`config.mk`:
```
export PLATFORM = sky130hd
export DESIGN_NAME = escape_coded_bit_packer_unit
export DESIGN_NICKNAME = d
export VERILOG_FILES = /design/src/sv/ecbp_pkg.sv /design/src/sv/ecbp_front.sv /design/src/sv/ecbp_cmd_queue.sv /design/src/sv/ecbp_back.sv /design/src/sv/ecbp_rsp_queue.sv /design/src/sv/escape_coded_bit_packer_unit.sv
export SDC_FILE = /design/constraint.sdc
export NUM_CORES = 1
export LEC_CHECK = 0
export ABC_CLOCK_PERIOD_IN_PS = 16400
export BUFFER_PORTS_ARGS = -buffer_cell sky130_fd_sc_hd__clkbuf_2
export CAP_MARGIN = 15
export CELL_PAD_IN_SITES_DETAIL_PLACEMENT = 0
export CELL_PAD_IN_SITES_GLOBAL_PLACEMENT = 1
export CORE_MARGIN = 5
export CORE_UTILIZATION = 54
export DETAILED_ROUTE_END_ITERATION = 7
export PLACE_DENSITY_LB_ADDON = 0.25
export SYNTH_ARGS = -nofsm -noshare
export SYNTH_HDL_FRONTEND = slang
export SYNTH_HIERARCHICAL = 1
export SYNTH_SLANG_ARGS = --single-unit
export TNS_END_PERCENT = 30
```
`constraint.sdc`:
```
create_clock -name clock -period 16.4 [get_ports clock]
set_input_delay 2.46 -clock clock [delete_from_list [all_inputs] [get_ports clock]]
set_output_delay 2.46 -clock clock [all_outputs]
set_load 0.01 [all_outputs]
```
`src/sv/ecbp_pkg.sv`:
```
// Shared types and constants for the escape-coded bit packer.
// Used by every module of the block; depends on nothing else.
`default_nettype none

package ecbp_pkg;

   localparam int VALUE_WIDTH = 32;
   localparam int COUNT_WIDTH = 16;
   localparam int MAX_WIDTH   = 24;
   localparam int MAX_CHUNK   = 16;
   localparam int FIELD_W     = 5;
   localparam int BYTE_W      = 8;
   localparam int COUNT_OUT_W = 16;

   // signed datum after sign extension and offset, with headroom for the offset
   localparam int DATUM_W   = ((VALUE_WIDTH > MAX_WIDTH) ? VALUE_WIDTH : MAX_WIDTH) + 2;
   // longest bit segment: w ones plus the sign bit
   localparam int SEG_W     = MAX_WIDTH + 1;
   localparam int SEG_LEN_W = $clog2(SEG_W + 1);

   localparam logic OP_FLUSH = 1'b1;

   typedef struct packed {
      logic               flush;
      logic               escape;
      logic               sign;
      logic [FIELD_W-1:0] w;
      logic [FIELD_W-1:0] c;
      logic [DATUM_W-1:0] payload;
   } cmd_type;

   typedef struct packed {
      logic [BYTE_W-1:0]      byte_out;
      logic                   byte_valid;
      logic [COUNT_OUT_W-1:0] escape_count;
      logic                   last;
   } rsp_type;

endpackage

`default_nettype wire

```
`src/sv/ecbp_front.sv`:
```
// Front end: takes input items, clamps widths, applies the signed offset and
// classifies each value as direct or escaped. Depends on ecbp_pkg.
`default_nettype none

module ecbp_front (
   input  wire logic                                  clock,
   input  wire logic                                  reset,
   input  wire logic                                  push,
   output      logic                                  full,
   input  wire logic                                  op,
   input  wire logic signed [ecbp_pkg::VALUE_WIDTH-1:0] value,
   input  wire logic [ecbp_pkg::FIELD_W-1:0]          width,
   input  wire logic [ecbp_pkg::FIELD_W-1:0]          chunk_width,
   input  wire logic                                  is_signed,
   output      logic                                  cmd_valid,
   output      ecbp_pkg::cmd_type                     cmd,
   input  wire logic                                  cmd_ready
);

   logic                            accept;
   logic [ecbp_pkg::FIELD_W-1:0]    w_cl;
   logic [ecbp_pkg::FIELD_W-1:0]    c_cl;
   logic [ecbp_pkg::FIELD_W-1:0]    w_m1;
   logic [ecbp_pkg::DATUM_W-1:0]    ext;
   logic [ecbp_pkg::DATUM_W-1:0]    offset;
   logic [ecbp_pkg::DATUM_W-1:0]    lim;
   logic                            neg;
   logic                            direct;

   logic                            st_valid_ff, st_valid_in;
   logic                            st_flush_ff, st_flush_in;
   logic [ecbp_pkg::FIELD_W-1:0]    st_w_ff, st_w_in;
   logic [ecbp_pkg::FIELD_W-1:0]    st_c_ff, st_c_in;
   logic [ecbp_pkg::DATUM_W-1:0]    st_datum_ff, st_datum_in;

   assign full   = st_valid_ff & ~cmd_ready;
   assign accept = push & ~full;

   always_comb begin
      w_cl = width;
      if (width == '0) begin
         w_cl = ecbp_pkg::FIELD_W'(1);
      end else if (width > ecbp_pkg::FIELD_W'(ecbp_pkg::MAX_WIDTH)) begin
         w_cl = ecbp_pkg::FIELD_W'(ecbp_pkg::MAX_WIDTH);
      end
      c_cl = chunk_width;
      if (chunk_width == '0) begin
         c_cl = ecbp_pkg::FIELD_W'(1);
      end else if (chunk_width > ecbp_pkg::FIELD_W'(ecbp_pkg::MAX_CHUNK)) begin
         c_cl = ecbp_pkg::FIELD_W'(ecbp_pkg::MAX_CHUNK);
      end
      w_m1   = w_cl - ecbp_pkg::FIELD_W'(1);
      ext    = ecbp_pkg::DATUM_W'(value);
      offset = is_signed ? ((ecbp_pkg::DATUM_W'(1) << w_m1) - ecbp_pkg::DATUM_W'(1)) : '0;

      // hold the staged item while the command queue is full
      st_valid_in = accept | (st_valid_ff & ~cmd_ready);
      st_flush_in = st_flush_ff;
      st_w_in     = st_w_ff;
      st_c_in     = st_c_ff;
      st_datum_in = st_datum_ff;
      if (accept) begin
         st_flush_in = (op == ecbp_pkg::OP_FLUSH);
         st_w_in     = w_cl;
         st_c_in     = c_cl;
         st_datum_in = ext + offset;
      end
   end

   // classify the staged item
   always_comb begin
      lim    = (ecbp_pkg::DATUM_W'(1) << st_w_ff) - ecbp_pkg::DATUM_W'(1);
      neg    = st_datum_ff[ecbp_pkg::DATUM_W-1];
      direct = ~neg & (st_datum_ff < lim);

      cmd.flush   = st_flush_ff;
      cmd.escape  = ~direct;
      cmd.sign    = neg;
      cmd.w       = st_w_ff;
      cmd.c       = st_c_ff;
      if (direct) begin
         cmd.payload = st_datum_ff;
      end else if (neg) begin
         cmd.payload = ~st_datum_ff;
      end else begin
         cmd.payload = st_datum_ff - lim;
      end
   end

   assign cmd_valid = st_valid_ff;

   always_ff @(posedge clock) begin
      if (reset) begin
         st_valid_ff <= 1'b0;
      end else begin
         st_valid_ff <= st_valid_in;
      end
   end

   always_ff @(posedge clock) begin
      st_flush_ff <= st_flush_in;
      st_w_ff     <= st_w_in;
      st_c_ff     <= st_c_in;
      st_datum_ff <= st_datum_in;
   end

endmodule

`default_nettype wire

```
`src/sv/ecbp_cmd_queue.sv`:
```
// Two-entry command queue between the front end and the bit sequencer.
// Depends on ecbp_pkg for the command type.
`default_nettype none

module ecbp_cmd_queue (
   input  wire logic              clock,
   input  wire logic              reset,
   input  wire logic              wr_valid,
   input  wire ecbp_pkg::cmd_type wr_data,
   output      logic              wr_ready,
   output      logic              rd_valid,
   output      ecbp_pkg::cmd_type rd_data,
   input  wire logic              rd_pop
);

   localparam int DEPTH = 2;
   localparam int PTR_W = $clog2(DEPTH);
   localparam int CNT_W = $clog2(DEPTH + 1);

   ecbp_pkg::cmd_type  entry_ff [DEPTH];
   logic [PTR_W-1:0]   wr_ptr_ff, wr_ptr_in;
   logic [PTR_W-1:0]   rd_ptr_ff, rd_ptr_in;
   logic [CNT_W-1:0]   cnt_ff, cnt_in;
   logic               do_wr;
   logic               do_rd;

   assign wr_ready = (cnt_ff != CNT_W'(DEPTH));
   assign rd_valid = (cnt_ff != '0);
   assign rd_data  = entry_ff[rd_ptr_ff];
   assign do_wr    = wr_valid & wr_ready;
   assign do_rd    = rd_pop & rd_valid;

   always_comb begin
      wr_ptr_in = do_wr ? wr_ptr_ff + PTR_W'(1) : wr_ptr_ff;
      rd_ptr_in = do_rd ? rd_ptr_ff + PTR_W'(1) : rd_ptr_ff;
      cnt_in    = cnt_ff + CNT_W'(do_wr) - CNT_W'(do_rd);
   end

   always_ff @(posedge clock) begin
      if (reset) begin
         wr_ptr_ff <= '0;
         rd_ptr_ff <= '0;
         cnt_ff    <= '0;
      end else begin
         wr_ptr_ff <= wr_ptr_in;
         rd_ptr_ff <= rd_ptr_in;
         cnt_ff    <= cnt_in;
      end
   end

   always_ff @(posedge clock) begin
      if (do_wr) begin
         entry_ff[wr_ptr_ff] <= wr_data;
      end
   end

endmodule

`default_nettype wire

```
`src/sv/ecbp_back.sv`:
```
// Bit sequencer: writes each command's bit segments into the byte register,
// up to one byte boundary per cycle, and holds the escape count.
// Depends on ecbp_pkg.
`default_nettype none

module ecbp_back (
   input  wire logic              clock,
   input  wire logic              reset,
   input  wire logic              cmd_valid,
   input  wire ecbp_pkg::cmd_type cmd,
   output      logic              cmd_pop,
   input  wire logic              rsp_full,
   output      logic              rsp_push,
   output      ecbp_pkg::rsp_type rsp_data
);

   typedef enum logic [1:0] {S_IDLE, S_SEG, S_FINISH} state_type;

   localparam int CM_W = ecbp_pkg::MAX_CHUNK + 1;

   state_type                           state_ff, state_in;
   logic [ecbp_pkg::BYTE_W-1:0]         part_ff, part_in;
   logic [2:0]                          cnt_ff, cnt_in;
   logic [ecbp_pkg::COUNT_WIDTH-1:0]    esc_ff, esc_in;
   logic [ecbp_pkg::SEG_W-1:0]          seg_ff, seg_in;
   logic [ecbp_pkg::SEG_LEN_W-1:0]      len_ff, len_in;
   logic [ecbp_pkg::DATUM_W-1:0]        mag_ff, mag_in;
   logic [ecbp_pkg::FIELD_W-1:0]        c_ff, c_in;
   logic                                more_ff, more_in;
   logic                                held_valid_ff, held_valid_in;
   logic [ecbp_pkg::BYTE_W-1:0]         held_byte_ff, held_byte_in;

   logic [3:0]                          room;
   logic [3:0]                          take;
   logic [3:0]                          total;
   logic [ecbp_pkg::BYTE_W-1:0]         bits8;
   logic [ecbp_pkg::BYTE_W-1:0]         merged;
   logic [ecbp_pkg::SEG_W-1:0]          seg_next;
   logic [ecbp_pkg::SEG_LEN_W-1:0]      len_next;
   logic [ecbp_pkg::DATUM_W-1:0]        mag_sh;
   logic                                cont;
   logic [ecbp_pkg::MAX_CHUNK-1:0]      cmask;
   logic [ecbp_pkg::SEG_W-1:0]          chunk_seg;
   logic [ecbp_pkg::SEG_W-1:0]          head_seg;

   always_comb begin
      room     = 4'd8 - {1'b0, cnt_ff};
      take     = (len_ff < ecbp_pkg::SEG_LEN_W'(room)) ? 4'(len_ff) : room;
      bits8    = seg_ff[ecbp_pkg::BYTE_W-1:0] & ecbp_pkg::BYTE_W'((9'd1 << take) - 9'd1);
      merged   = part_ff | (bits8 << cnt_ff);
      total    = {1'b0, cnt_ff} + take;
      seg_next = seg_ff >> take;
      len_next = len_ff - ecbp_pkg::SEG_LEN_W'(take);

      // next chunk: low c bits of the magnitude and a continue bit above them
      mag_sh    = mag_ff >> c_ff;
      cont      = |mag_sh;
      cmask     = ecbp_pkg::MAX_CHUNK'((CM_W'(1) << c_ff) - CM_W'(1));
      chunk_seg = ecbp_pkg::SEG_W'(mag_ff[ecbp_pkg::MAX_CHUNK-1:0] & cmask)
                | (ecbp_pkg::SEG_W'(cont) << c_ff);

      // escape head: w ones and the sign bit
      head_seg  = ((ecbp_pkg::SEG_W'(1) << cmd.w) - ecbp_pkg::SEG_W'(1))
                | (ecbp_pkg::SEG_W'(cmd.sign) << cmd.w);
   end

   always_comb begin
      state_in      = state_ff;
      part_in       = part_ff;
      cnt_in        = cnt_ff;
      esc_in        = esc_ff;
      seg_in        = seg_ff;
      len_in        = len_ff;
      mag_in        = mag_ff;
      c_in          = c_ff;
      more_in       = more_ff;
      held_valid_in = held_valid_ff;
      held_byte_in  = held_byte_ff;
      cmd_pop       = 1'b0;
      rsp_push      = 1'b0;
      rsp_data.byte_out     = held_byte_ff;
      rsp_data.byte_valid   = 1'b1;
      rsp_data.escape_count = '0;
      rsp_data.last         = 1'b0;

      unique case (state_ff)
         S_IDLE: begin
            if (cmd_valid && !rsp_full) begin
               cmd_pop = 1'b1;
               if (cmd.flush) begin
                  rsp_push              = 1'b1;
                  rsp_data.byte_out     = (cnt_ff != '0) ? part_ff : '0;
                  rsp_data.byte_valid   = (cnt_ff != '0);
                  rsp_data.escape_count = ecbp_pkg::COUNT_OUT_W'(esc_ff);
                  rsp_data.last         = 1'b1;
                  part_in = '0;
                  cnt_in  = '0;
                  esc_in  = '0;
               end else if (cmd.escape) begin
                  seg_in   = head_seg;
                  len_in   = ecbp_pkg::SEG_LEN_W'(cmd.w) + ecbp_pkg::SEG_LEN_W'(1);
                  mag_in   = cmd.payload;
                  c_in     = cmd.c;
                  more_in  = 1'b1;
                  state_in = S_SEG;
                  if (esc_ff != '1) begin
                     esc_in = esc_ff + ecbp_pkg::COUNT_WIDTH'(1);
                  end
               end else begin
                  seg_in   = ecbp_pkg::SEG_W'(cmd.payload[ecbp_pkg::MAX_WIDTH-1:0]);
                  len_in   = ecbp_pkg::SEG_LEN_W'(cmd.w);
                  more_in  = 1'b0;
                  state_in = S_SEG;
               end
            end
         end
         S_SEG: begin
            if (!rsp_full) begin
               if (total == 4'd8) begin
                  // release the previous byte, hold the new one until more follow
                  rsp_push      = held_valid_ff;
                  held_byte_in  = merged;
                  held_valid_in = 1'b1;
                  part_in       = '0;
                  cnt_in        = '0;
               end else begin
                  part_in = merged;
                  cnt_in  = total[2:0];
               end
               seg_in = seg_next;
               len_in = len_next;
               if (len_next == '0) begin
                  if (more_ff) begin
                     seg_in  = chunk_seg;
                     len_in  = ecbp_pkg::SEG_LEN_W'(c_ff) + ecbp_pkg::SEG_LEN_W'(1);
                     mag_in  = mag_sh;
                     more_in = cont;
                  end else begin
                     state_in = S_FINISH;
                  end
               end
            end
         end
         S_FINISH: begin
            if (!held_valid_ff) begin
               state_in = S_IDLE;
            end else if (!rsp_full) begin
               rsp_push      = 1'b1;
               rsp_data.last = 1'b1;
               held_valid_in = 1'b0;
               state_in      = S_IDLE;
            end
         end
         default: begin
            state_in = S_IDLE;
         end
      endcase
   end

   always_ff @(posedge clock) begin
      if (reset) begin
         state_ff      <= S_IDLE;
         part_ff       <= '0;
         cnt_ff        <= '0;
         esc_ff        <= '0;
         more_ff       <= 1'b0;
         held_valid_ff <= 1'b0;
      end else begin
         state_ff      <= state_in;
         part_ff       <= part_in;
         cnt_ff        <= cnt_in;
         esc_ff        <= esc_in;
         more_ff       <= more_in;
         held_valid_ff <= held_valid_in;
      end
      seg_ff       <= seg_in;
      len_ff       <= len_in;
      mag_ff       <= mag_in;
      c_ff         <= c_in;
      held_byte_ff <= held_byte_in;
   end

`ifndef SYNTHESIS
   a_part_clean: assert property (@(posedge clock) disable iff (reset)
      (part_ff >> cnt_ff) == '0)
      else $error("partial byte has bits above the fill position");

   a_held_idle: assert property (@(posedge clock) disable iff (reset)
      (state_ff == S_IDLE) |-> !held_valid_ff)
      else $error("held byte left over after an item ended");

   a_seg_len: assert property (@(posedge clock) disable iff (reset)
      (state_ff == S_SEG) |-> (len_ff != '0))
      else $error("segment state with no bits left");

   a_push_room: assert property (@(posedge clock) disable iff (reset)
      rsp_push |-> !rsp_full)
      else $error("result written into a full queue");

   a_esc_flush: assert property (@(posedge clock) disable iff (reset)
      (cmd_pop && cmd.flush) |=> (esc_ff == '0) && (cnt_ff == '0))
      else $error("flush did not clear count and partial byte");
`endif

endmodule

`default_nettype wire

```
`src/sv/ecbp_rsp_queue.sv`:
```
// Four-entry result queue that presents results on the output side.
// Depends on ecbp_pkg for the result type.
`default_nettype none

module ecbp_rsp_queue (
   input  wire logic              clock,
   input  wire logic              reset,
   input  wire logic              wr_push,
   input  wire ecbp_pkg::rsp_type wr_data,
   output      logic              wr_full,
   output      logic              rd_empty,
   output      ecbp_pkg::rsp_type rd_data,
   input  wire logic              rd_pop
);

   localparam int DEPTH = 4;
   localparam int PTR_W = $clog2(DEPTH);
   localparam int CNT_W = $clog2(DEPTH + 1);

   ecbp_pkg::rsp_type  entry_ff [DEPTH];
   logic [PTR_W-1:0]   wr_ptr_ff, wr_ptr_in;
   logic [PTR_W-1:0]   rd_ptr_ff, rd_ptr_in;
   logic [CNT_W-1:0]   cnt_ff, cnt_in;
   logic               do_wr;
   logic               do_rd;

   assign wr_full  = (cnt_ff == CNT_W'(DEPTH));
   assign rd_empty = (cnt_ff == '0);
   assign rd_data  = entry_ff[rd_ptr_ff];
   assign do_wr    = wr_push & ~wr_full;
   assign do_rd    = rd_pop & ~rd_empty;

   always_comb begin
      wr_ptr_in = do_wr ? wr_ptr_ff + PTR_W'(1) : wr_ptr_ff;
      rd_ptr_in = do_rd ? rd_ptr_ff + PTR_W'(1) : rd_ptr_ff;
      cnt_in    = cnt_ff + CNT_W'(do_wr) - CNT_W'(do_rd);
   end

   always_ff @(posedge clock) begin
      if (reset) begin
         wr_ptr_ff <= '0;
         rd_ptr_ff <= '0;
         cnt_ff    <= '0;
      end else begin
         wr_ptr_ff <= wr_ptr_in;
         rd_ptr_ff <= rd_ptr_in;
         cnt_ff    <= cnt_in;
      end
   end

   always_ff @(posedge clock) begin
      if (do_wr) begin
         entry_ff[wr_ptr_ff] <= wr_data;
      end
   end

endmodule

`default_nettype wire

```
`src/sv/escape_coded_bit_packer_unit.sv`:
```
// Escape-coded bit packer. Items are pushed through a one-stage front end that
// clamps the widths, adds the signed offset and classifies the value, into a
// two-entry command queue; the front end takes one item per cycle until that
// queue fills. The bit sequencer behind it starts an item in its idle state,
// takes one step for each byte boundary or segment end it reaches (a segment
// is the direct value, the escape head of w ones plus sign, or one chunk with
// its continue bit, at most 8 bits written per cycle), and closes the item in
// its finish state; a flush is handled in the idle state. Results wait in a
// four-entry queue, and the sequencer stalls only while that queue is full.
// Depends on ecbp_pkg, ecbp_front, ecbp_cmd_queue, ecbp_back, ecbp_rsp_queue.
`default_nettype none

module escape_coded_bit_packer_unit (
   input  wire logic                                    clock,
   input  wire logic                                    reset,
   input  wire logic                                    push,
   output      logic                                    full,
   input  wire logic                                    req_op,
   input  wire logic signed [ecbp_pkg::VALUE_WIDTH-1:0] req_value,
   input  wire logic [ecbp_pkg::FIELD_W-1:0]            req_width,
   input  wire logic [ecbp_pkg::FIELD_W-1:0]            req_chunk_width,
   input  wire logic                                    req_is_signed,
   output      logic                                    empty,
   input  wire logic                                    pop,
   output      logic [ecbp_pkg::BYTE_W-1:0]             rsp_byte_out,
   output      logic                                    rsp_byte_valid,
   output      logic [ecbp_pkg::COUNT_OUT_W-1:0]        rsp_escape_count,
   output      logic                                    rsp_last
);

   logic              fe_valid;
   ecbp_pkg::cmd_type fe_cmd;
   logic              cq_ready;
   logic              cq_valid;
   ecbp_pkg::cmd_type cq_cmd;
   logic              cq_pop;
   logic              rq_full;
   logic              rq_push;
   ecbp_pkg::rsp_type rq_wr_data;
   ecbp_pkg::rsp_type rq_head;

   ecbp_front u_front (
      .clock       (clock),
      .reset       (reset),
      .push        (push),
      .full        (full),
      .op          (req_op),
      .value       (req_value),
      .width       (req_width),
      .chunk_width (req_chunk_width),
      .is_signed   (req_is_signed),
      .cmd_valid   (fe_valid),
      .cmd         (fe_cmd),
      .cmd_ready   (cq_ready)
   );

   ecbp_cmd_queue u_cmd_queue (
      .clock    (clock),
      .reset    (reset),
      .wr_valid (fe_valid),
      .wr_data  (fe_cmd),
      .wr_ready (cq_ready),
      .rd_valid (cq_valid),
      .rd_data  (cq_cmd),
      .rd_pop   (cq_pop)
   );

   ecbp_back u_back (
      .clock     (clock),
      .reset     (reset),
      .cmd_valid (cq_valid),
      .cmd       (cq_cmd),
      .cmd_pop   (cq_pop),
      .rsp_full  (rq_full),
      .rsp_push  (rq_push),
      .rsp_data  (rq_wr_data)
   );

   ecbp_rsp_queue u_rsp_queue (
      .clock    (clock),
      .reset    (reset),
      .wr_push  (rq_push),
      .wr_data  (rq_wr_data),
      .wr_full  (rq_full),
      .rd_empty (empty),
      .rd_data  (rq_head),
      .rd_pop   (pop)
   );

   assign rsp_byte_out     = rq_head.byte_out;
   assign rsp_byte_valid   = rq_head.byte_valid;
   assign rsp_escape_count = rq_head.escape_count;
   assign rsp_last         = rq_head.last;

endmodule

`default_nettype wire

```
==> summary.md, run 1 <==
| Metric | Value |
|---|---|
| Clock Sinks | 366 |
| Die Width | 231.1 um |
| Hpwl dp | 55400 um |
| Vias in the first global route | 20830 |
| Sequential area share after synthesis | 0.3987 |
| Rows | 81 |
| Area contributors post-synth | edfxtp_1, mux4_2, ha_1 |
| Die area | 53430 um^2 |
| Die H | 231.1 um |
| Final hold vios | 0 |
| Power per cell area | 109.1 nW/um^2 |
| Area delta synth->final | 7.874% |
| Most Crowded Layer GR | met2 |
| Max Cap Violations | 0 |
| Synth Register Bits | 366 |
| Top cell type's share of synthesized area | 0.3639 |
| Initial antenna violation count | 0 |
| Crit. End Element | flop |
| R2r startpoint | u_back/cnt_ff[0] |
| Placed cells | 3186 |
| I/O pin cnt | 76 |
| Post-synthesis async set-or-reset flop share | 0 |
| Max VDD drop | 0.07081 mV |
| Mapped cell area | 26410 um^2 |
| GR Layer Usage met2 | 0.4611 |
| CORE AREA | 48650 um^2 |
| Syn Area/Cell | 10.07 um^2 |
| Worst Setup Slack, final | 8.554 ns |
| Worst-Skew Late Latency | 0.58 ns |
| Yosys warnings | 6 |
| Leakage power | 10.52 nW |
| Status | complete, no violations |
| Crit path to | u_rsp_queue/cnt_ff[2] |
| Drt initial violations | 2337 |
| Drt first pass iters | 6 |
| Drt via density | 6.653 |
| Clock Skews | 0.03154 ns |
| Count of cell types in the netlist | 99 |
| Vias | 21700 |
| Grt ovf | 0 |
| Setup CP Type | reg2reg |
| Design area | 28490 um^2 |
| Tightest Pin Transition | 1.156 ns |
| Final Util | 0.5856 |
| CTS root buf | clkbuf_16 |
| Slowest CP cell | dfxtp_1 |
| Hold_buf cts | 0 |
| Final GP Congestion | 0.9755 |
| Post-synth EDFFs | 320 |
| Setup_tns | 0 ns |
| CP max FO | 37 |
| CP arrival | 8.32 ns |
| Worst Setup Start Kind | flop |
| Port Buffers | 75 |
| M3 GR Usage | 0.03663 |
| Layout cell share with drive strength beyond 1 | 0.1425 |
| RSZ-0062 raised after global routing | false |
| Slew Limit Headroom | 0.2233 |
| HP Start | u_front/st_flush_ff |
| Tmin final | 7.846 ns |
| Cell mode on critical path | inv_1 |
| Hold Crit Class | reg2reg |
| CTS tree | built |
| Fin. max-slew vios | 0 |
| Tcrit/Tclk final | 0.4784 |
| Initial core utilization | 0.5428 |
| H-tree depth | 2 |
| Crit. path cell count | 27 |
| Reg2reg path depth | 27 |
| Fmax | 0.1275 GHz |
| Reg2reg end | u_rsp_queue/cnt_ff[2] |
| WL/cell | 23.16 um |
| Main flop type after synthesis | edfxtp_1 |
| Crit path max-delay family | adder cells |
| Worst Path Buf+Inv | 8 |
| Post-CTS sizing | 0 |
| Total power after layout | 3.109 mW |
| Hold WS | 0.4554 ns |
| CTS max path bufs | 3 |
| Non-Filler Instances | 3261 |
| Largest net degree at the start of global routing | 97 |
| GRT Overall Usage | 0.2761 |
| Worst-path clk slew | 0.06 ns |
| Met1 Use GR | 0.3857 |
| Total Wirelength | 75530 um |
| CP startpoint | u_back/cnt_ff[0] |
| Antenna fix cells | 0 |
| Cell type with the largest total area after synthesis | edfxtp_1 |
| Slowest stage delay, CP | 0.64 ns |
| CP required | 16.87 ns |
| Mapped Cells | 2622 |
| Setup Viol. Count Final | 0 |
| Nets | 2767 |
| Setup slack, reg-to-reg | 8.55 ns |
| Post-CTS Setup Bufs | 0 |
| First-pass GRT wire length | 118600 um |
| DP Area | 27080 um^2 |
| CTS Buf Count | 41 |
| Pre-CTS worst setup slack | 8.273 ns |
| Drt drc | 0 |
| Antenna Nets Post-Route | 0 |
| Hold Crit Depth | 0 |
-- flip-flops by register name (all words and copies together), names as in the netlist, 2 cells and up, named ones only --
register,cells
u_rsp_queue/entry_ff,104
u_cmd_queue/entry_ff,94
u_back/mag_ff,34
u_front/st_datum_ff,34
u_back/seg_ff,25
u_back/esc_ff,16
u_back/held_byte_ff,8
u_back/part_ff,8
u_back/c_ff,5
u_back/len_ff,5
u_front/st_c_ff,5
u_front/st_w_ff,5
u_back/cnt_ff,3
u_rsp_queue/cnt_ff,3
u_back/state_ff,2
u_cmd_queue/cnt_ff,2
u_rsp_queue/rd_ptr_ff,2
u_rsp_queue/wr_ptr_ff,2
-- report_power, final --
| group | switching (mW) | internal [mW] |
|---|---|---|
| combinational | 0.583 | 0.400 |
| sequential | 0.0541 | 1.12 |
| clock | 0.384 | 0.571 |
| total | 1.02 | 2.09 |
-- cells by family (layout without fill, tap and decap cells) --
group,count (synthesis),count (layout),synth area share
buffers and inverters,250,265,0.04245
AND/OR/NAND/NOR,819,819,0.1528
other,1,3,0.0001420
AO/OA/AOI/OAI,747,747,0.1918
adder cells (fa/ha/maj),111,111,0.05373
flip-flops,366,366,0.3987
multiplexers,229,229,0.1275
XOR/XNOR,99,99,0.03283
-- synth_stat cells (all sizes together) (34+ instances only) --
master  count
a211oi     63
nor3       86
nand2     212
xnor2      60
dfxtp      46
a21oi     172
a31oi      41
mux4       77
nand2b     43
buf        60
nor2      188
and2       34
mux2i      82
nand3      67
o21ai     144
o21a       37
clkbuf    112
inv        77
a21o       43
mux2       70
and3       36
nor2b      40
ha        107
xor2       39
edfxtp    320
-- how the worst min path moves through the flow --
| stage | slack (ns) | endpoint |
|---|---|---|
| finish | 0.46 | u_cmd_queue/entry_ff[0][46] |
| global route | 0.46 | u_cmd_queue/entry_ff[0][46] |
| CTS | 0.45 | u_cmd_queue/entry_ff[0][34] |
| detailed placement | 0.44 | u_cmd_queue/entry_ff[1][46] |
| global placement | 0.42 | u_cmd_queue/entry_ff[1][38] |
| floorplan | 0.42 | u_cmd_queue/entry_ff[0][34] |
-- area by class of cell --
type                    count  area, um^2
clock buffers              50        1081
clock inverters            24       322.8
fillers                  4113       20160
inverters                  78       292.8
multi-input cells        2008       14820
flip-flops and latches    366       10530
well taps                 622       778.2
repair buffers            113       660.6
-- per-layer routing --
layer	vias up	wire [um]
met1	10640	32240
met3	147	5034
li1	10020	-
met5	-	0
met4	0	1939
met2	893	36320
-- worst register-to-register path: cells and delay by family, from the launching register on --
family                   cells  cell delay, ns
AND/OR/NAND/NOR              4            1.25
flip-flops                   1            0.64
adder cells (fa/ha/maj)      6            2.05
XOR/XNOR                     2            0.25
buffers and inverters        8            1.67
AO/OA/AOI/OAI                7            1.90
-- cells in the final DEF, fill, tap and decap left out, drive strengths merged, types with 70 or more instances in the layout --
master  count
a21oi     172
nor3       86
mux4       77
ha        107
mux2i      82
nand2     212
mux2       70
edfxtp    320
inv        81
nor2      188
clkbuf    125
o21ai     144
Note: power is estimated with default switching activity, not from simulation.
==> run 2: changes to the inputs <==
--- a/config.mk
+++ b/config.mk
@@ -5,13 +5,14 @@
 export SDC_FILE = /design/constraint.sdc
 export NUM_CORES = 1
 export LEC_CHECK = 0
-export ABC_CLOCK_PERIOD_IN_PS = 16400
+export ABC_AREA = 1
+export ABC_CLOCK_PERIOD_IN_PS = 7560
 export BUFFER_PORTS_ARGS = -buffer_cell sky130_fd_sc_hd__clkbuf_2
 export CAP_MARGIN = 15
 export CELL_PAD_IN_SITES_DETAIL_PLACEMENT = 0
 export CELL_PAD_IN_SITES_GLOBAL_PLACEMENT = 1
 export CORE_MARGIN = 5
-export CORE_UTILIZATION = 54
+export CORE_UTILIZATION = 48
 export DETAILED_ROUTE_END_ITERATION = 7
 export PLACE_DENSITY_LB_ADDON = 0.25
 export SYNTH_ARGS = -nofsm -noshare
==> constraint.sdc (replaced) <==
create_clock -name clock -period 7.56 [get_ports clock]
set_input_delay 1.134 -clock clock [delete_from_list [all_inputs] [get_ports clock]]
set_output_delay 1.134 -clock clock [all_outputs]
set_load 0.01 [all_outputs]
==> run 2 against run 1 <==
Compared with the run above:
- combinational power rose to 5.2 times the previous value
- highest routed layer unchanged
- critical path type unchanged
- clock skew down 0.0054 ns
- largest cell class unchanged
- hold slack worse by 0.012 ns
- clock power up 140%
- utilization down 5.5 points
- register-to-register slack worse by 6.9 ns
- area after synthesis down 0.26%
- setup slack worse by 6.9 ns
==> summary.md, run 2 <==
| Metric | Value |
|---|---|
| Drt first pass iters | 6 |
| Hold WS | 0.4430 ns |
| Fmax | 0.1707 GHz |
| Hold_buf cts | 0 |
| Die H | 244.3 um |
| Largest regs | u_rsp_queue/entry_ff: 104 flops, u_cmd_queue/entry_ff: 94 flops |
| CORE AREA | 54130 um^2 |
| Setup CP Type | reg2reg |
| Commonest cells in the netlist | nand2_1, nor2_1, edfxtp_1 |
| Status | complete, no violations |
| # fillers | 5155 |
| Tcrit/Tclk final | 0.7748 |
| Reg2reg end | u_rsp_queue/cnt_ff[2] |
| Rows | 85 |
| Die area | 59660 um^2 |
| CTS root buf | clkbuf_16 |
| Mapped Cells | 3489 |
| Clock Sinks | 366 |
| Port Buffers | 75 |
| GRT Overall Usage | 0.2610 |
| Antenna Nets Post-Route | 0 |
| Initial antenna violation count | 0 |
| Syn Area/Cell | 7.549 um^2 |
| Setup slack, reg-to-reg | 1.70 ns |
| Tightest Pin Transition | 1.083 ns |
| Most Crowded Layer GR | met2 |
| Top reg by flops | u_rsp_queue/entry_ff |
| CP arrival | 6.33 ns |
| R2r startpoint | u_back/cnt_ff[0] |
| Drt via density | 5.690 |
| Vias in the first global route | 22670 |
| Final hold vios | 0 |
| WL/cell | 18.98 um |
| Worst-path clk slew | 0.06 ns |
| RSZ-0062 raised after global routing | false |
| Drt initial violations | 2234 |
| Fin. max-slew vios | 0 |
| Tmin final | 5.857 ns |
| Top cell type's share of synthesized area | 0.3648 |
| Met1 Use GR | 0.3761 |
| Clock Skews | 0.02610 ns |
| Drt drc | 0 |
| CP max FO | 21 |
| Antenna fix cells | 0 |
| Vias | 24140 |
| Die Width | 244.3 um |
| CTS tree | built |
| Layout cell share with drive strength beyond 1 | 0.08994 |
| Most frequent cells in the layout | nand2_1, nor2_1, edfxtp_1 |
| Yosys warnings | 6 |
| CP required | 8.04 ns |
| Synth Register Bits | 366 |
| I/O pin cnt | 76 |
| Nets | 3670 |
| Main flop type after synthesis | edfxtp_1 |
| CTS Buf Count | 44 |
| Post-CTS sizing | 0 |
| Sequential area share after synthesis | 0.3998 |
| Worst Setup Start Kind | flop |
| Final GP Congestion | 0.9809 |
| Hold Crit Depth | 0 |
| Mapped cell area | 26340 um^2 |
| Post-synth EDFFs | 320 |
| Setup Viol. Count Final | 0 |
| Hpwl dp | 61350 um |
| Leakage power | 12.28 nW |
| Initial core utilization | 0.4866 |
| Worst-Skew Late Latency | 0.59 ns |
| Grt ovf | 0 |
| Commonest non-fill, non-tap cell in the layout | nand2_1 |
| Number of flip-flops in the largest register | 104 |
| Max VDD drop | 0.2012 mV |
| Max Cap Violations | 0 |
| GR Layer Usage met2 | 0.4222 |
| Final Util | 0.5310 |
| Crit. End Element | flop |
| CTS max path bufs | 3 |
| Non-Filler Instances | 4243 |
| Placed cells | 4161 |
| Reg2reg path depth | 27 |
| Area contributors post-synth | edfxtp_1, nand2_1, nor2_1 |
| Largest net degree at the start of global routing | 79 |
| Post-CTS Setup Bufs | 0 |
| Cell type with the largest total area after synthesis | edfxtp_1 |
| Post-synthesis async set-or-reset flop share | 0 |
| Cell with the most instances after synthesis | nand2_1 |
| Power per cell area | 362.8 nW/um^2 |
| M3 GR Usage | 0.03112 |
| Total Wirelength | 80530 um |
| Count of cell types in the netlist | 69 |
| HP Start | u_front/st_c_ff[2] |
| First-pass GRT wire length | 125800 um |
| Area delta synth->final | 9.135% |
| End of the worst hold path | u_cmd_queue/entry_ff[1][36] |
| Hold Crit Class | reg2reg |
| H-tree depth | 2 |
| Slew Limit Headroom | 0.2754 |
| Setup_tns | 0 ns |
## run 2: cell types whose count changed in the layout (fill, tap and decap cells not counted), moves of 42 or more
cell      previous run  this run
inv_1               75       315
nand2_1            212       954
nor2_1             186       400
mux2i_1             81         3
o21ai_0            138       229
nand2b_1            42         0
mux4_2              71         0
a211oi_1            63         1
mux2_2              69        17
nand3_1             67       296
## run 2: cell families (layout without fill, tap and decap cells)
group / count (synthesis) / count (layout) / share of synthesized area
and+or+nand+nor: 1833 / 1833 / 0.2952
other: 1 / 3 / 0.0001424
adders and majority gates: 111 / 111 / 0.05387
xor gates and xnor gates: 78 / 78 / 0.02594
AOI/OAI and AO/OA: 596 / 596 / 0.1277
buffers and inverters: 454 / 510 / 0.07183
muxes: 50 / 50 / 0.02551
DFF: 366 / 366 / 0.3998
## run 2: metrics by stage
stage | area (um^2) | setup slack, ns | total power [mW]
6_report | 28750 | 1.703 | 10.43
5_1_grt | 28750 | 1.214 | 11.20
4_1_cts | 28750 | 1.719 | 10.43
3_5_place_dp | 27180 | 1.713 | 8.143
3_3_place_gp | 27180 | 1.743 | 8.100
2_1_floorplan | 26350 | 1.008 | 6.708
## run 2: how the worst max path moves through the flow
stage          slack [ns]                      end             startpoint  depth (start not counted)
2_1_floorplan        1.01         u_back/mag_ff[0]  u_rsp_queue/cnt_ff[1]                         10
3_3_place_gp         1.74  u_front/st_datum_ff[31]           req_width[4]                         26
3_5_place_dp         1.71  u_front/st_datum_ff[20]           req_width[4]                         20
4_1_cts              1.72    u_rsp_queue/cnt_ff[2]       u_back/cnt_ff[0]                         27
5_1_grt              1.21    u_rsp_queue/cnt_ff[2]       u_back/cnt_ff[0]                         27
6_report             1.70    u_rsp_queue/cnt_ff[2]       u_back/cnt_ff[0]                         27
## run 2: power by group
group / switching, mW / leakage, nW / internal [mW] / total (mW)
Combinational: 3.56 / 8.28 / 1.58 / 5.14
Sequential: 0.247 / 3.25 / 2.79 / 3.04
Clock: 0.896 / 0.748 / 1.35 / 2.25
## run 2: worst max-delay path: stages (launching register included)
cell      delay [ns]
dfxtp_1         0.57
clkinv_1        0.35
ha_1            0.30
ha_1            0.33
inv_1           0.07
a21oi_1         0.12
nand2_1         0.11
nand2_4         0.13
nand2_4         0.10
nand2_1         0.08
nand2_1         0.47
ha_1            0.56
a21oi_1         0.16
nand2_1         0.08
xor2_1          0.16
nand2_1         0.11
nor3_1          0.17
buf_4           0.23
nand2_1         0.07
nand3_1         0.16
nand2_1         0.20
ha_1            0.34
inv_1           0.06
ha_1            0.14
inv_1           0.05
fa_1            0.39
o21ai_0         0.17
nor2_1          0.06
## run 2: layout make-up
type | instances | area, um^2 | area share
clock buffer | 50 | 1144 | 0.03978
clock inverter | 32 | 421.7 | 0.01467
inverter | 329 | 1240 | 0.04314
multi-input combinational | 2671 | 13980 | 0.4864
sequential | 366 | 10530 | 0.3664
tap | 696 | 870.8 | 0.03030
timing repair buffer | 99 | 555.5 | 0.01933
## run 2: metal layers
layer	vias up	routed length [um]
met5	-	0
met4	0	2141
met3	118	4397
met2	789	36640
met1	11360	37350
li1	11870	-
==> run 3: changes to the inputs <==
--- a/config.mk
+++ b/config.mk
@@ -6,13 +6,13 @@
 export NUM_CORES = 1
 export LEC_CHECK = 0
 export ABC_AREA = 1
-export ABC_CLOCK_PERIOD_IN_PS = 7560
+export ABC_CLOCK_PERIOD_IN_PS = 5300
 export BUFFER_PORTS_ARGS = -buffer_cell sky130_fd_sc_hd__clkbuf_2
 export CAP_MARGIN = 15
 export CELL_PAD_IN_SITES_DETAIL_PLACEMENT = 0
 export CELL_PAD_IN_SITES_GLOBAL_PLACEMENT = 1
 export CORE_MARGIN = 5
-export CORE_UTILIZATION = 48
+export CORE_UTILIZATION = 43
 export DETAILED_ROUTE_END_ITERATION = 7
 export PLACE_DENSITY_LB_ADDON = 0.25
 export SYNTH_ARGS = -nofsm -noshare
==> constraint.sdc (replaced) <==
create_clock -name clock -period 5.3 [get_ports clock]
set_input_delay 0.795 -clock clock [delete_from_list [all_inputs] [get_ports clock]]
set_output_delay 0.795 -clock clock [all_outputs]
set_load 0.01 [all_outputs]
==> run 3 against run 2 <==
Compared with the run above:
- hold slack worse by 0.0027 ns
- global-route usage is 1.6 points lower
- first-iteration DRC count is 14% lower
- critical path type unchanged
- critical endpoint unchanged
- largest cell class unchanged
==> summary.md, run 3 (synthesis results as in run 2) <==
| Metric | Value |
|---|---|
| Largest regs | u_rsp_queue/entry_ff: 104 flops, u_cmd_queue/entry_ff: 94 flops |
| Clock Sinks | 366 |
| Drt initial violations | 1911 |
| Worst-Skew Late Latency | 0.57 ns |
| CORE AREA | 60470 um^2 |
| Die H | 257.5 um |
| GRT Overall Usage | 0.2447 |
| Crit path max-delay family | adder cells |
| Detail Route met3 WL | 4227 um |
| CTS root buf | clkbuf_16 |
| Metal-1 WL | 37640 um |
| Most frequent cells in the layout | nand2_1, nor2_1, edfxtp_1 |
| Final GP Congestion | 0.9677 |
| Top reg by flops | u_rsp_queue/entry_ff |
| Non-Filler Instances | 4357 |
| Total Wirelength | 83650 um |
| Leakage power | 12.37 nW |
| Clock Skews | 0.01272 ns |
| Max VDD drop | 0.3335 mV |
| Area delta synth->final | 9.914% |
| Slowest CP cell | fa_1 |
| Status | complete, no violations |
| Power per cell area | 509.8 nW/um^2 |
| Hold Crit Class | reg2reg |
| Drt drc | 0 |
| Setup Viol. Count Final | 0 |
| Commonest non-fill, non-tap cell in the layout | nand2_1 |
| Tmin final | 4.876 ns |
| Hold WS | 0.4403 ns |
| Worst Path Buf+Inv | 4 |
| CTS Buf Count | 42 |
| Slowest stage delay, CP | 0.41 ns |
| Final hold vios | 0 |
| Antenna fix cells | 0 |
| Worst Setup Start Kind | flop |
| Setup slack, reg-to-reg | 0.42 ns |
| CTS tree | built |
| Number of flip-flops in the largest register | 104 |
| Die Width | 257.5 um |
| Port Buffers | 75 |
| Drt first pass iters | 7 |
| Crit. End Element | flop |
| RSZ-0062 raised after global routing | false |
| Cell mode on critical path | nand2_1 |
| Initial core utilization | 0.4356 |
| Fin. max-slew vios | 0 |
| Met2 Routed Length | 39580 um |
| Layout cell share with drive strength beyond 1 | 0.09622 |
| CP max FO | 10 |
| First-pass GRT wire length | 130800 um |
| H-tree depth | 2 |
| WL/cell | 19.20 um |
| Fmax | 0.2051 GHz |
| Final Util | 0.4788 |
| Max Cap Violations | 0 |
| CP arrival | 5.33 ns |
| Grt ovf | 0 |
| Largest net degree at the start of global routing | 79 |
| Slew Limit Headroom | 0.2818 |
| Drt via density | 5.500 |
| Placed cells | 4282 |
| Initial antenna violation count | 0 |
| Antenna Nets Post-Route | 0 |
| Post-CTS sizing | 0 |
| Die area | 66300 um^2 |
| Hpwl dp | 64960 um |
| Setup_tns | 0 ns |
| Highest routing layer actually used | met4 |
| Rows | 90 |
| Hold_buf cts | 0 |
| Pre-CTS worst setup slack | 0.08352 ns |
| CTS max path bufs | 3 |
| Worst-path clk slew | 0.06 ns |
| Tightest Pin Transition | 1.076 ns |
| Vias | 23960 |
| Vias in the first global route | 23070 |
| I/O pin cnt | 76 |
| Setup CP Type | reg2reg |
| Tcrit/Tclk final | 0.9199 |
| Post-CTS Setup Bufs | 0 |
| CP required | 5.76 ns |
| Worst Setup Slack, final | 0.4243 ns |
| Nets | 3703 |
[run 3: cell count changes in the layout (fill, tap and decap cells not counted), sizes merged]
cell and change:
buf +35, bufinv -5, clkinvlp -4, clkinv +3, inv -3, clkbuf +2
[run 3: path summary, 6_finish.rpt]
path	startpoint	endpoint	cells past startpoint
setup / recovery	u_back/cnt_ff[0]	u_rsp_queue/cnt_ff[2]	26
hold / removal	u_front/st_c_ff[2]	u_cmd_queue/entry_ff[1][36]	0
setup reg to reg	u_back/cnt_ff[0]	u_rsp_queue/cnt_ff[2]	26
hold reg to reg	u_front/st_c_ff[2]	u_cmd_queue/entry_ff[1][36]	0
[run 3: stage by stage]
| step | total power [mW] | cell area (um^2) |
|---|---|---|
| global placement | 11.87 | 27600 |
| global route | 15.91 | 28950 |
| detailed placement | 11.91 | 27600 |
| finish | 14.76 | 28950 |
| CTS | 14.80 | 28940 |
| floorplan | 9.574 | 26370 |
[run 3: layout make-up]
| cell class | count | area, um^2 |
|---|---|---|
| Clock buffer | 52 | 1119 |
| Clock inverter | 23 | 224.0 |
| Fill cell | 6063 | 31520 |
| Inverter | 329 | 1244 |
| Multi-Input combinational cell | 2671 | 14000 |
| Sequential cell | 366 | 10530 |
| Tap cell | 782 | 978.4 |
| Timing Repair Buffer | 134 | 855.8 |
[run 3: worst reg2reg max path, stage by stage, from the launching register on]
cell and delay, ns:
dfxtp_1 0.38, clkinvlp_4 0.20, ha_1 0.38, inv_1 0.09
ha_1 0.27, nand2_1 0.06, nand2_1 0.08, nand2_4 0.12
nand2_4 0.11, nand2_1 0.09, nand2_2 0.05, ha_1 0.21
fa_1 0.38, xor2_1 0.18, nor3_1 0.14, nand2_1 0.11
nor3_2 0.16, nand2_1 0.08, nand3_1 0.21, nand2_1 0.22
ha_1 0.35, inv_1 0.06, ha_1 0.13, inv_1 0.05
fa_1 0.41, o21ai_0 0.20, nor2_1 0.05
[run 3: report_power, final]
part / total [mW] / leakage [nW] / internal [mW] / switching, mW
Combinational: 7.60 / 8.47 / 2.37 / 5.23
Clock: 2.83 / 0.654 / 1.62 / 1.21
Sequential: 4.33 / 3.25 / 3.98 / 0.348
[run 3: per-layer routing]
layer | global-route usage | vias up
met2 | 0.4120 | 641
met1 | 0.3379 | 11300
met4 | 0.06497 | 0
met3 | 0.02735 | 108
li1 | - | 11920
met5 | 0 | -
